## config.mk

```make
export PLATFORM = sky130hd
export DESIGN_NAME = segment_point_filler
export DESIGN_NICKNAME = d
export VERILOG_FILES = /design/src/rtl/core/spf_pkg.sv /design/src/rtl/core/segment_point_filler.sv /design/src/rtl/core/spf_sqrt.sv /design/src/rtl/core/spf_div.sv /design/src/rtl/core/spf_dp.sv /design/src/rtl/core/spf_ctrl.sv
export SDC_FILE = /design/constraint.sdc
export NUM_CORES = 2
export LEC_CHECK = 0
export BUFFER_PORTS_ARGS = -buffer_cell sky130_fd_sc_hd__buf_2
export CAP_MARGIN = 20
export CORE_ASPECT_RATIO = 0.6
export CORE_MARGIN = 3
export CORE_UTILIZATION = 50
export CTS_CLUSTER_DIAMETER = 120
export DETAILED_ROUTE_END_ITERATION = 7
export PLACE_DENSITY = 0.75
export SLEW_MARGIN = 20
export SYNTH_ARGS = -nofsm -noshare
export SYNTH_HDL_FRONTEND = slang
export SYNTH_HIERARCHICAL = 1
export SYNTH_SLANG_ARGS = --single-unit
```

## constraint.sdc

```tcl
create_clock -name clk -period 25.4 [get_ports clk]
set_input_delay 2.54 -clock clk [delete_from_list [all_inputs] [get_ports clk]]
set_output_delay 2.54 -clock clk [all_outputs]
set_load 0.005 [all_outputs]
```

## src/rtl/core/spf_pkg.sv

```systemverilog
package spf_pkg;

  localparam int MAX_POINTS = 64;
  localparam int FRAC_BITS  = 16;
  localparam int CNT_W      = $clog2(MAX_POINTS + 1);
  localparam int IVAL_W     = 31;

  localparam logic [IVAL_W-1:0] IVAL_RESET = IVAL_W'(1) << FRAC_BITS;
  localparam logic [1:0]        AXES_RESET = 2'd3;
  localparam logic [1:0]        AXES_2D    = 2'd2;

  // configuration register indexes
  localparam logic [0:0] REG_INTERVAL = 1'b0;
  localparam logic [0:0] REG_AXES     = 1'b1;

  typedef enum logic [3:0] {
    S_IDLE, S_SQ_MUL, S_SQ_ACC, S_SQRT_GO, S_SQRT_WAIT, S_CNT_GO, S_CNT_WAIT,
    S_OFFSET, S_PT_MUL, S_PT_GO, S_PT_WAIT, S_EMIT
  } state_t;

  typedef struct packed {
    logic       load;
    logic       mul_sq;
    logic       mul_pt;
    logic       acc;
    logic       sqrt_start;
    logic       div_start;
    logic       div_pt;
    logic       take_cnt;
    logic       set_off;
    logic       place;
    logic       step_t;
    logic       emit;
    logic       last;
    logic [1:0] ax;
  } cmd_t;

  typedef struct packed {
    logic             two_d;
    logic             sqrt_done;
    logic             div_done;
    logic             cnt_zero;
    logic [CNT_W-1:0] cnt;
  } sts_t;

endpackage

```

## src/rtl/core/segment_point_filler.sv

```systemverilog
// The squares of the direction components are summed (three axes in 3D, two in 2D);
// the square root, the count division and the offset follow before the first point.
// Each point then takes a multiply and one 64-step divider pass per
// coordinate, then an emit, which waits while out_stall holds the output.
// One segment is worked on at a time; the next is taken once all its points
// have been handed to the output register. Reset (synchronous, rst_n low)
// clears the controller and loads the default config.
module segment_point_filler (
  input  logic               clk,
  input  logic               rst_n,
  input  logic               cfg_wr_en,
  input  logic [0:0]         cfg_index,
  input  logic [30:0]        cfg_data,
  input  logic               in_valid,
  output logic               in_stall,
  input  logic signed [31:0] in_origin_x,
  input  logic signed [31:0] in_origin_y,
  input  logic signed [31:0] in_origin_z,
  input  logic signed [31:0] in_dir_x,
  input  logic signed [31:0] in_dir_y,
  input  logic signed [31:0] in_dir_z,
  output logic               out_valid,
  input  logic               out_stall,
  output logic signed [31:0] out_point_x,
  output logic signed [31:0] out_point_y,
  output logic signed [31:0] out_point_z,
  output logic               out_last_point,
  output logic               out_count_clipped
);

  spf_pkg::cmd_t cmd;
  spf_pkg::sts_t sts;

  spf_ctrl u_ctrl (
    .clk(clk), .rst_n(rst_n), .in_valid(in_valid), .in_stall(in_stall),
    .out_valid(out_valid), .out_stall(out_stall), .cmd(cmd), .sts(sts)
  );

  spf_dp u_dp (
    .clk(clk), .rst_n(rst_n), .cmd(cmd), .sts(sts),
    .cfg_wr_en(cfg_wr_en), .cfg_index(cfg_index), .cfg_data(cfg_data),
    .in_origin_x(in_origin_x), .in_origin_y(in_origin_y), .in_origin_z(in_origin_z),
    .in_dir_x(in_dir_x), .in_dir_y(in_dir_y), .in_dir_z(in_dir_z),
    .out_point_x(out_point_x), .out_point_y(out_point_y), .out_point_z(out_point_z),
    .out_last_point(out_last_point), .out_count_clipped(out_count_clipped)
  );

endmodule

```

## src/rtl/core/spf_sqrt.sv

```systemverilog
module spf_sqrt (
  input  logic        clk,
  input  logic        rst_n,
  input  logic        start,
  input  logic [63:0] value,
  output logic [31:0] root,
  output logic        done
);

  logic [63:0] val_r, val_nxt;
  logic [34:0] rem_r, rem_nxt;
  logic [31:0] root_r, root_nxt;
  logic [4:0]  cnt_r, cnt_nxt;
  logic        busy_r, busy_nxt;
  logic        done_r, done_nxt;
  logic [34:0] cand, trial;

  always_comb begin
    cand     = {rem_r[32:0], val_r[63:62]};
    trial    = {1'b0, root_r, 2'b01};
    val_nxt  = val_r;
    rem_nxt  = rem_r;
    root_nxt = root_r;
    cnt_nxt  = cnt_r;
    busy_nxt = busy_r;
    done_nxt = 1'b0;
    if (start) begin
      val_nxt  = value;
      rem_nxt  = '0;
      root_nxt = '0;
      cnt_nxt  = '0;
      busy_nxt = 1'b1;
    end else if (busy_r) begin
      val_nxt = {val_r[61:0], 2'b00};
      if (cand >= trial) begin
        rem_nxt  = cand - trial;
        root_nxt = {root_r[30:0], 1'b1};
      end else begin
        rem_nxt  = cand;
        root_nxt = {root_r[30:0], 1'b0};
      end
      cnt_nxt = cnt_r + 5'd1;
      if (cnt_r == 5'd31) begin
        busy_nxt = 1'b0;
        done_nxt = 1'b1;
      end
    end
  end

  always_ff @(posedge clk) begin
    if (!rst_n) begin
      busy_r <= 1'b0;
      done_r <= 1'b0;
      cnt_r  <= '0;
    end else begin
      busy_r <= busy_nxt;
      done_r <= done_nxt;
      cnt_r  <= cnt_nxt;
    end
    val_r  <= val_nxt;
    rem_r  <= rem_nxt;
    root_r <= root_nxt;
  end

  assign root = root_r;
  assign done = done_r;

endmodule

```

## src/rtl/core/spf_div.sv

```systemverilog
module spf_div (
  input  logic        clk,
  input  logic        rst_n,
  input  logic        start,
  input  logic [63:0] dividend,
  input  logic [31:0] divisor,
  output logic [63:0] quotient,
  output logic        done
);

  logic [63:0] dvd_r, dvd_nxt;
  logic [31:0] rem_r, rem_nxt;
  logic [31:0] dsr_r, dsr_nxt;
  logic [5:0]  cnt_r, cnt_nxt;
  logic        busy_r, busy_nxt;
  logic        done_r, done_nxt;
  logic [32:0] cand, diff;

  always_comb begin
    cand     = {rem_r, dvd_r[63]};
    diff     = cand - {1'b0, dsr_r};
    dvd_nxt  = dvd_r;
    rem_nxt  = rem_r;
    dsr_nxt  = dsr_r;
    cnt_nxt  = cnt_r;
    busy_nxt = busy_r;
    done_nxt = 1'b0;
    if (start) begin
      dvd_nxt  = dividend;
      dsr_nxt  = divisor;
      rem_nxt  = '0;
      cnt_nxt  = '0;
      busy_nxt = 1'b1;
    end else if (busy_r) begin
      // quotient bits shift in behind the dividend
      if (!diff[32]) begin
        rem_nxt = diff[31:0];
        dvd_nxt = {dvd_r[62:0], 1'b1};
      end else begin
        rem_nxt = cand[31:0];
        dvd_nxt = {dvd_r[62:0], 1'b0};
      end
      cnt_nxt = cnt_r + 6'd1;
      if (cnt_r == 6'd63) begin
        busy_nxt = 1'b0;
        done_nxt = 1'b1;
      end
    end
  end

  always_ff @(posedge clk) begin
    if (!rst_n) begin
      busy_r <= 1'b0;
      done_r <= 1'b0;
      cnt_r  <= '0;
    end else begin
      busy_r <= busy_nxt;
      done_r <= done_nxt;
      cnt_r  <= cnt_nxt;
    end
    dvd_r <= dvd_nxt;
    rem_r <= rem_nxt;
    dsr_r <= dsr_nxt;
  end

  assign quotient = dvd_r;
  assign done     = done_r;

endmodule

```

## src/rtl/core/spf_dp.sv

```systemverilog
module spf_dp (
  input  logic                     clk,
  input  logic                     rst_n,
  input  spf_pkg::cmd_t            cmd,
  output spf_pkg::sts_t            sts,
  input  logic                     cfg_wr_en,
  input  logic [0:0]               cfg_index,
  input  logic [30:0]              cfg_data,
  input  logic signed [31:0]       in_origin_x,
  input  logic signed [31:0]       in_origin_y,
  input  logic signed [31:0]       in_origin_z,
  input  logic signed [31:0]       in_dir_x,
  input  logic signed [31:0]       in_dir_y,
  input  logic signed [31:0]       in_dir_z,
  output logic signed [31:0]       out_point_x,
  output logic signed [31:0]       out_point_y,
  output logic signed [31:0]       out_point_z,
  output logic                     out_last_point,
  output logic                     out_count_clipped
);

  localparam int CW = spf_pkg::CNT_W;

  logic [spf_pkg::IVAL_W-1:0] ival_cfg_r;
  logic [1:0]                 axes_r;
  logic [31:0]                org_r [3];
  logic [31:0]                dir_r [3];
  logic [63:0]                prod_r, sum_r;
  logic [31:0]                r_r, t_r;
  logic [CW-1:0]              cnt_r;
  logic                       clip_r;
  logic [31:0]                pt_r [3];
  logic [31:0]                px_r, py_r, pz_r;
  logic                       last_r, clipo_r;

  logic [31:0] ival, dsel, dmag, mul_b, org_sel, root, q32;
  logic [63:0] quot, dvd;
  logic [31:0] dsr;
  logic        sqrt_done, div_done;
  logic [37:0] span, diff;
  logic signed [33:0] step, psum;
  logic [31:0] placed;

  assign ival = (ival_cfg_r == '0) ? 32'd1 : {1'b0, ival_cfg_r};
  assign dsel = dir_r[cmd.ax];
  assign dmag = dsel[31] ? (32'd0 - dsel) : dsel;
  assign mul_b = cmd.mul_sq ? dmag : t_r;
  assign dvd   = cmd.div_pt ? prod_r : {32'd0, r_r};
  assign dsr   = cmd.div_pt ? r_r : ival;

  spf_sqrt u_sqrt (
    .clk(clk), .rst_n(rst_n), .start(cmd.sqrt_start), .value(sum_r),
    .root(root), .done(sqrt_done)
  );

  spf_div u_div (
    .clk(clk), .rst_n(rst_n), .start(cmd.div_start), .dividend(dvd),
    .divisor(dsr), .quotient(quot), .done(div_done)
  );

  // centre offset: (r - (count - 1) * interval) / 2
  assign span = 38'(cnt_r - CW'(1)) * 38'(ival);
  assign diff = {6'd0, r_r} - span;

  assign org_sel = org_r[cmd.ax];
  assign q32     = quot[31:0];
  assign step    = dsel[31] ? -$signed({2'b00, q32}) : $signed({2'b00, q32});
  assign psum    = $signed({{2{org_sel[31]}}, org_sel}) + step;

  always_comb begin
    if (psum > 34'sh0_7FFF_FFFF) begin
      placed = 32'h7FFF_FFFF;
    end else if (psum < -34'sh0_8000_0000) begin
      placed = 32'h8000_0000;
    end else begin
      placed = psum[31:0];
    end
  end

  always_ff @(posedge clk) begin
    if (!rst_n) begin
      ival_cfg_r <= spf_pkg::IVAL_RESET;
      axes_r     <= spf_pkg::AXES_RESET;
      cnt_r      <= '0;
      clip_r     <= 1'b0;
    end else begin
      if (cfg_wr_en && cfg_index == spf_pkg::REG_INTERVAL) ival_cfg_r <= cfg_data;
      if (cfg_wr_en && cfg_index == spf_pkg::REG_AXES) axes_r <= cfg_data[1:0];
      if (cmd.take_cnt) begin
        if (quot > 64'(spf_pkg::MAX_POINTS)) begin
          cnt_r  <= CW'(spf_pkg::MAX_POINTS);
          clip_r <= 1'b1;
        end else begin
          cnt_r  <= quot[CW-1:0];
          clip_r <= 1'b0;
        end
      end
    end
  end

  always_ff @(posedge clk) begin
    if (cmd.load) begin
      org_r[0] <= in_origin_x;
      org_r[1] <= in_origin_y;
      org_r[2] <= in_origin_z;
      dir_r[0] <= in_dir_x;
      dir_r[1] <= in_dir_y;
      dir_r[2] <= in_dir_z;
      sum_r    <= '0;
      pt_r[2]  <= '0;
    end
    if (cmd.mul_sq || cmd.mul_pt) prod_r <= 64'(dmag) * 64'(mul_b);
    if (cmd.acc) sum_r <= sum_r + prod_r;
    if (sqrt_done) r_r <= root;
    if (cmd.set_off) t_r <= diff[32:1];
    if (cmd.step_t) t_r <= t_r + ival;
    if (cmd.place) pt_r[cmd.ax] <= placed;
    if (cmd.emit) begin
      px_r    <= pt_r[0];
      py_r    <= pt_r[1];
      pz_r    <= pt_r[2];
      last_r  <= cmd.last;
      clipo_r <= clip_r;
    end
  end

  assign sts.two_d     = (axes_r == spf_pkg::AXES_2D);
  assign sts.sqrt_done = sqrt_done;
  assign sts.div_done  = div_done;
  assign sts.cnt_zero  = (cnt_r == '0);
  assign sts.cnt       = cnt_r;

  assign out_point_x       = px_r;
  assign out_point_y       = py_r;
  assign out_point_z       = pz_r;
  assign out_last_point    = last_r;
  assign out_count_clipped = clipo_r;

endmodule

```

## src/rtl/core/spf_ctrl.sv

```systemverilog
module spf_ctrl (
  input  logic          clk,
  input  logic          rst_n,
  input  logic          in_valid,
  output logic          in_stall,
  output logic          out_valid,
  input  logic          out_stall,
  output spf_pkg::cmd_t cmd,
  input  spf_pkg::sts_t sts
);

  localparam int CW = spf_pkg::CNT_W;

  spf_pkg::state_t state_r, state_nxt;
  logic [1:0]      ax_r, ax_nxt;
  logic [CW-1:0]   idx_r, idx_nxt;
  logic            ov_r, ov_nxt;
  logic            last_ax, slot_free, last_pt;

  assign last_ax   = sts.two_d ? (ax_r == 2'd1) : (ax_r == 2'd2);
  assign slot_free = !ov_r || !out_stall;
  assign last_pt   = (idx_r + CW'(1)) == sts.cnt;

  always_comb begin
    state_nxt = state_r;
    ax_nxt    = ax_r;
    idx_nxt   = idx_r;
    cmd       = '0;
    cmd.ax    = ax_r;
    cmd.last  = last_pt;
    case (state_r)
      spf_pkg::S_IDLE: begin
        if (in_valid) begin
          cmd.load  = 1'b1;
          ax_nxt    = 2'd0;
          state_nxt = spf_pkg::S_SQ_MUL;
        end
      end
      spf_pkg::S_SQ_MUL: begin
        cmd.mul_sq = 1'b1;
        state_nxt  = spf_pkg::S_SQ_ACC;
      end
      spf_pkg::S_SQ_ACC: begin
        cmd.acc = 1'b1;
        if (last_ax) begin
          state_nxt = spf_pkg::S_SQRT_GO;
        end else begin
          ax_nxt    = ax_r + 2'd1;
          state_nxt = spf_pkg::S_SQ_MUL;
        end
      end
      spf_pkg::S_SQRT_GO: begin
        cmd.sqrt_start = 1'b1;
        state_nxt      = spf_pkg::S_SQRT_WAIT;
      end
      spf_pkg::S_SQRT_WAIT: begin
        if (sts.sqrt_done) state_nxt = spf_pkg::S_CNT_GO;
      end
      spf_pkg::S_CNT_GO: begin
        cmd.div_start = 1'b1;
        state_nxt     = spf_pkg::S_CNT_WAIT;
      end
      spf_pkg::S_CNT_WAIT: begin
        if (sts.div_done) begin
          cmd.take_cnt = 1'b1;
          state_nxt    = spf_pkg::S_OFFSET;
        end
      end
      spf_pkg::S_OFFSET: begin
        cmd.set_off = 1'b1;
        ax_nxt      = 2'd0;
        idx_nxt     = '0;
        state_nxt   = sts.cnt_zero ? spf_pkg::S_IDLE : spf_pkg::S_PT_MUL;
      end
      spf_pkg::S_PT_MUL: begin
        cmd.mul_pt = 1'b1;
        state_nxt  = spf_pkg::S_PT_GO;
      end
      spf_pkg::S_PT_GO: begin
        cmd.div_start = 1'b1;
        cmd.div_pt    = 1'b1;
        state_nxt     = spf_pkg::S_PT_WAIT;
      end
      spf_pkg::S_PT_WAIT: begin
        cmd.div_pt = 1'b1;
        if (sts.div_done) begin
          cmd.place = 1'b1;
          if (last_ax) begin
            state_nxt = spf_pkg::S_EMIT;
          end else begin
            ax_nxt    = ax_r + 2'd1;
            state_nxt = spf_pkg::S_PT_MUL;
          end
        end
      end
      spf_pkg::S_EMIT: begin
        if (slot_free) begin
          cmd.emit = 1'b1;
          ax_nxt   = 2'd0;
          if (last_pt) begin
            state_nxt = spf_pkg::S_IDLE;
          end else begin
            cmd.step_t = 1'b1;
            idx_nxt    = idx_r + CW'(1);
            state_nxt  = spf_pkg::S_PT_MUL;
          end
        end
      end
      default: state_nxt = spf_pkg::S_IDLE;
    endcase
    ov_nxt = cmd.emit ? 1'b1 : (ov_r && out_stall);
  end

  always_ff @(posedge clk) begin
    if (!rst_n) begin
      state_r <= spf_pkg::S_IDLE;
      ax_r    <= '0;
      idx_r   <= '0;
      ov_r    <= 1'b0;
    end else begin
      state_r <= state_nxt;
      ax_r    <= ax_nxt;
      idx_r   <= idx_nxt;
      ov_r    <= ov_nxt;
    end
  end

  assign in_stall  = (state_r != spf_pkg::S_IDLE);
  assign out_valid = ov_r;

  a_emit_free: assert property (@(posedge clk) disable iff (!rst_n)
    cmd.emit |-> (!ov_r || !out_stall)) else $error("item overwrote pending result");

  a_sqrt_wait: assert property (@(posedge clk) disable iff (!rst_n)
    sts.sqrt_done |-> state_r == spf_pkg::S_SQRT_WAIT) else $error("stray sqrt done");

  a_idx_range: assert property (@(posedge clk) disable iff (!rst_n)
    state_r == spf_pkg::S_EMIT |-> idx_r < sts.cnt) else $error("point index past count");

  a_div_wait: assert property (@(posedge clk) disable iff (!rst_n)
    sts.div_done |-> (state_r == spf_pkg::S_CNT_WAIT || state_r == spf_pkg::S_PT_WAIT))
    else $error("stray divide done");

endmodule
```

==> run_summary.xml <==
<?xml version="1.0" encoding="UTF-8"?>
<metrics>
  <group name="die">
    <metric name="core" unit="sq mm">0.173</metric>
    <metric name="fp.dieArea" unit="sq mm">0.180</metric>
    <metric name="start_util" unit="%">50.5</metric>
    <metric name="design.portCount" unit="">329</metric>
    <metric name="floorplan.die.width" unit="um">546</metric>
    <metric name="fp-row-count" unit="">118</metric>
    <metric name="floorplan.die.height" unit="um">330</metric>
  </group>
  <group name="clock_tree">
    <metric name="cts_made_buffers" unit="">87</metric>
    <metric name="cts-hold-fix-buffers" unit="">0</metric>
    <metric name="clock_tree.htree_level_count" unit="">3</metric>
    <metric name="cts_repair_resize_count" unit="">0</metric>
    <metric name="clockRootBuffer" unit="">clkbuf_16</metric>
    <metric name="postCtsSetupRepairBufs" unit="">0</metric>
    <metric name="cts_tree" unit="">done</metric>
    <metric name="clockBufferDepth" unit="">3</metric>
    <metric name="clk-insertion-delay-late" unit="ps">700</metric>
    <metric name="cts.sink_count" unit="">905</metric>
    <metric name="cts.clk_slew.worst_paths" unit="ps">70</metric>
  </group>
  <group name="critical_path">
    <metric name="worst-path-buf-inv" unit="">4</metric>
    <metric name="timing.setup.critical_path_class" unit="">reg2reg</metric>
    <metric name="critical_path_peak_fanout" unit="">32</metric>
    <metric name="critical_path.max_stage_delay" unit="ps">910</metric>
    <metric name="worst_path_top_cell_family_by_delay" unit="">compound AO/OA/AOI/OAI gates</metric>
    <metric name="timing.critical_path.arrival" unit="ps">13790</metric>
    <metric name="cp_data_required_time" unit="ps">25820</metric>
    <metric name="setup.worst_path.start_class" unit="">register</metric>
    <metric name="cpMaxStageDelayCell" unit="">a21o_1</metric>
    <metric name="dominant_cell_type_by_count_on_the_critical_path" unit="">fa_1</metric>
    <metric name="critical_path.endpoint_type" unit="">register</metric>
  </group>
  <group name="route">
    <metric name="routed-via-count" unit="">68000</metric>
    <metric name="wirelength_per_cell" unit="um">26.4</metric>
    <metric name="postRouteWirelength" unit="mm">298</metric>
    <metric name="first_iter_violations" unit="">9262</metric>
    <metric name="detail_route.drc_violations" unit="">2</metric>
    <metric name="via_per_inst" unit="">6.01</metric>
    <metric name="drt_pre_antenna_iters" unit="">8</metric>
    <metric name="postRouteAntennaNets" unit="">0</metric>
  </group>
  <group name="finish">
    <metric name="most_used_cells_in_the_layout_excluding_fill_and_tap_cells" unit="">inv_1, fa_1, nand2_1</metric>
    <metric name="leading_cell_type_in_the_layout_fill_and_taps_excluded" unit="">inv_1</metric>
    <metric name="final_core_util" unit="%">54.7</metric>
    <metric name="post_route_cells_drive_above_1_share" unit="%">11.0</metric>
    <metric name="nNetsFinal" unit="">10700</metric>
    <metric name="num-fill-cells" unit="">15000</metric>
    <metric name="layout-area-overhead-vs-synth" unit="%">8.37</metric>
  </group>
  <group name="timing">
    <metric name="slew_headroom" unit="%">19.2</metric>
    <metric name="unrepaired_setup_endpoints_after_global_routing" unit="">false</metric>
    <metric name="period_needed" unit="ps">13370</metric>
    <metric name="finalSetupViolCount" unit="">0</metric>
    <metric name="final-hold-violation-count" unit="">0</metric>
    <metric name="timing.clock.skew" unit="ps">56.3</metric>
    <metric name="tightest_hold_margin" unit="ps">419</metric>
    <metric name="worstMarginPinSlew" unit="ps">1210</metric>
    <metric name="final_max_slew_viol_count" unit="">0</metric>
    <metric name="max_clock_freq" unit="MHz">74.8</metric>
    <metric name="min_period_over_period" unit="%">52.6</metric>
    <metric name="totalNegativeSetupSlack" unit="ps">0</metric>
  </group>
  <group name="logic_synthesis">
    <metric name="distinct_cell_type_count_of_the_synthesized_netlist" unit="">117</metric>
    <metric name="yosys_warnings" unit="">6</metric>
    <metric name="synth_top_cell_by_area" unit="">edfxtp_1</metric>
    <metric name="synth_enable_flop_cells" unit="">738</metric>
    <metric name="syn_area_per_cell" unit="sq um">9.98</metric>
    <metric name="ys_ff_latch" unit="">905</metric>
    <metric name="synthesis.nets" unit="">10600</metric>
    <metric name="register_area_share_after_synthesis" unit="%">29.2</metric>
    <metric name="synth_async_sr_flop_share" unit="%">0</metric>
    <metric name="synth_area" unit="sq mm">0.0874</metric>
    <metric name="ys_top_cells_by_area" unit="">edfxtp_1, fa_1, ha_1</metric>
    <metric name="syn_inst" unit="">8760</metric>
    <metric name="synth_top_cell_area_share" unit="%">25.4</metric>
    <metric name="synth_ff_type" unit="">edfxtp_1</metric>
  </group>
  <group name="global_route">
    <metric name="largest_net_degree_at_the_start_of_global_routing" unit="">100</metric>
    <metric name="gr-total-overflow" unit="">0</metric>
    <metric name="grt_pass1_vias" unit="">67600</metric>
    <metric name="antenna_found_initial" unit="">26</metric>
    <metric name="groute.usage.overall" unit="%">32.9</metric>
    <metric name="grt_pass1_wl" unit="mm">441</metric>
  </group>
  <group name="worst_hold_path">
    <metric name="min_path_type" unit="">reg2reg</metric>
  </group>
  <group name="place">
    <metric name="dp.final_hpwl" unit="mm">233</metric>
    <metric name="place_congestion" unit="">1.04</metric>
    <metric name="numPortBuffers" unit="">328</metric>
  </group>
  <group name="status">
    <metric name="violated_checks" unit="">design-rule violations</metric>
    <metric name="run_status" unit="">finished with violations</metric>
  </group>
  <group name="run">
    <metric name="cap_viol_max_count" unit="">0</metric>
  </group>
</metrics>
final cells by class:
type                            instances  area (sq um)  area share (%)
Clock inverter                         58           578           0.610
Inverter                             1181          4430            4.68
Sequential cell                       905         25500            26.9
Multi-Input combinational cell       6225         56000            59.1
Tap cell                             2340          2930            3.09
Timing Repair Buffer                  494          2940            3.10
Clock buffer                          102          2320            2.45
Antenna cell                            7          17.5          0.0185
path summary, 6_finish.rpt:
kind | slack (ps) | end | from | cells after the start
setup reg to reg | 12030 | u_dp/prod_r[59]$_DFFE_PP_ | u_ctrl/ax_r[0]$_SDFFE_PN0P_ | 31
setup / recovery | 12030 | u_dp/prod_r[59]$_DFFE_PP_ | u_ctrl/ax_r[0]$_SDFFE_PN0P_ | 31
hold reg to reg | 420 | u_dp/out_point_z[0]$_DFFE_PP_ | u_dp/pt_r[2][0]$_SDFFCE_PN0P_ | 0
hold / removal | 420 | u_dp/out_point_z[0]$_DFFE_PP_ | u_dp/pt_r[2][0]$_SDFFCE_PN0P_ | 0
routing by layer:
metal  up-vias  routed length, um  global-route usage (%)
met1     33900             126000                    48.0
li1      29100                  -                       -
met5         -                277                   0.654
met2      4418             111000                    42.0
met3       508              53400                    17.6
met4        14               7920                    7.69
through the flow:
step           area (sq um)  cells  setup slack, ps
3_3_place_gp          91700  11100            12700
3_5_place_dp          91800  11100            12490
2_1_floorplan         87400   8760            15270
6_report              94700  11300            12030
4_1_cts               94600  11300            12440
5_1_grt               94700  11300            11730
state kept, by name, summed over array words and instances, names as in the netlist, 33 cells and up:
signal / count
u_dp/u_sqrt/rem_r: 33
u_dp/dir_r: 96
u_dp/u_sqrt/val_r: 64
u_dp/u_div/quotient: 64
u_dp/org_r: 96
u_dp/sum_r: 64
u_dp/pt_r: 96
u_dp/prod_r: 64
cell families after synthesis:
logic type,count (synthesis),synth area share [%]
and+or+nand+nor,2548,13.1
buffers and inverters,1630,7.30
adders and majority gates,1623,32.6
AOI/OAI and AO/OA,1351,9.98
DFF,905,29.2
xor gates and xnor gates,353,3.57
muxes,350,4.33
cell usage after synthesis, types with 10 or more instances:
master	n
inv_1	1177
fa_1	1089
nand2_1	972
nor2_1	872
edfxtp_1	738
ha_1	534
a21oi_1	348
o21ai_0	317
clkbuf_1	304
mux2_2	209
xnor2_1	207
a21o_1	174
dfxtp_1	167
xor2_1	143
mux2i_1	135
nor2b_1	123
and2_1	94
nand3_1	92
nand2b_1	85
buf_2	84
nor3_1	67
o21a_1	62
a211oi_1	57
nand4_1	54
o21bai_1	53
and3_1	44
a31oi_1	41
a21boi_0	40
o31ai_1	32
buf_1	28
nor4_1	25
o211ai_1	25
or3_1	24
buf_4	21
a311oi_1	19
o21ai_1	17
nor3b_1	15
and4_1	12
a41oi_1	11
a2111oi_0	10
a211o_1	10
o21ai_2	10
Power is left out: the tool's default activity adds up to more than one toggle a clock period on the data nets, which glitch-free logic cannot reach.
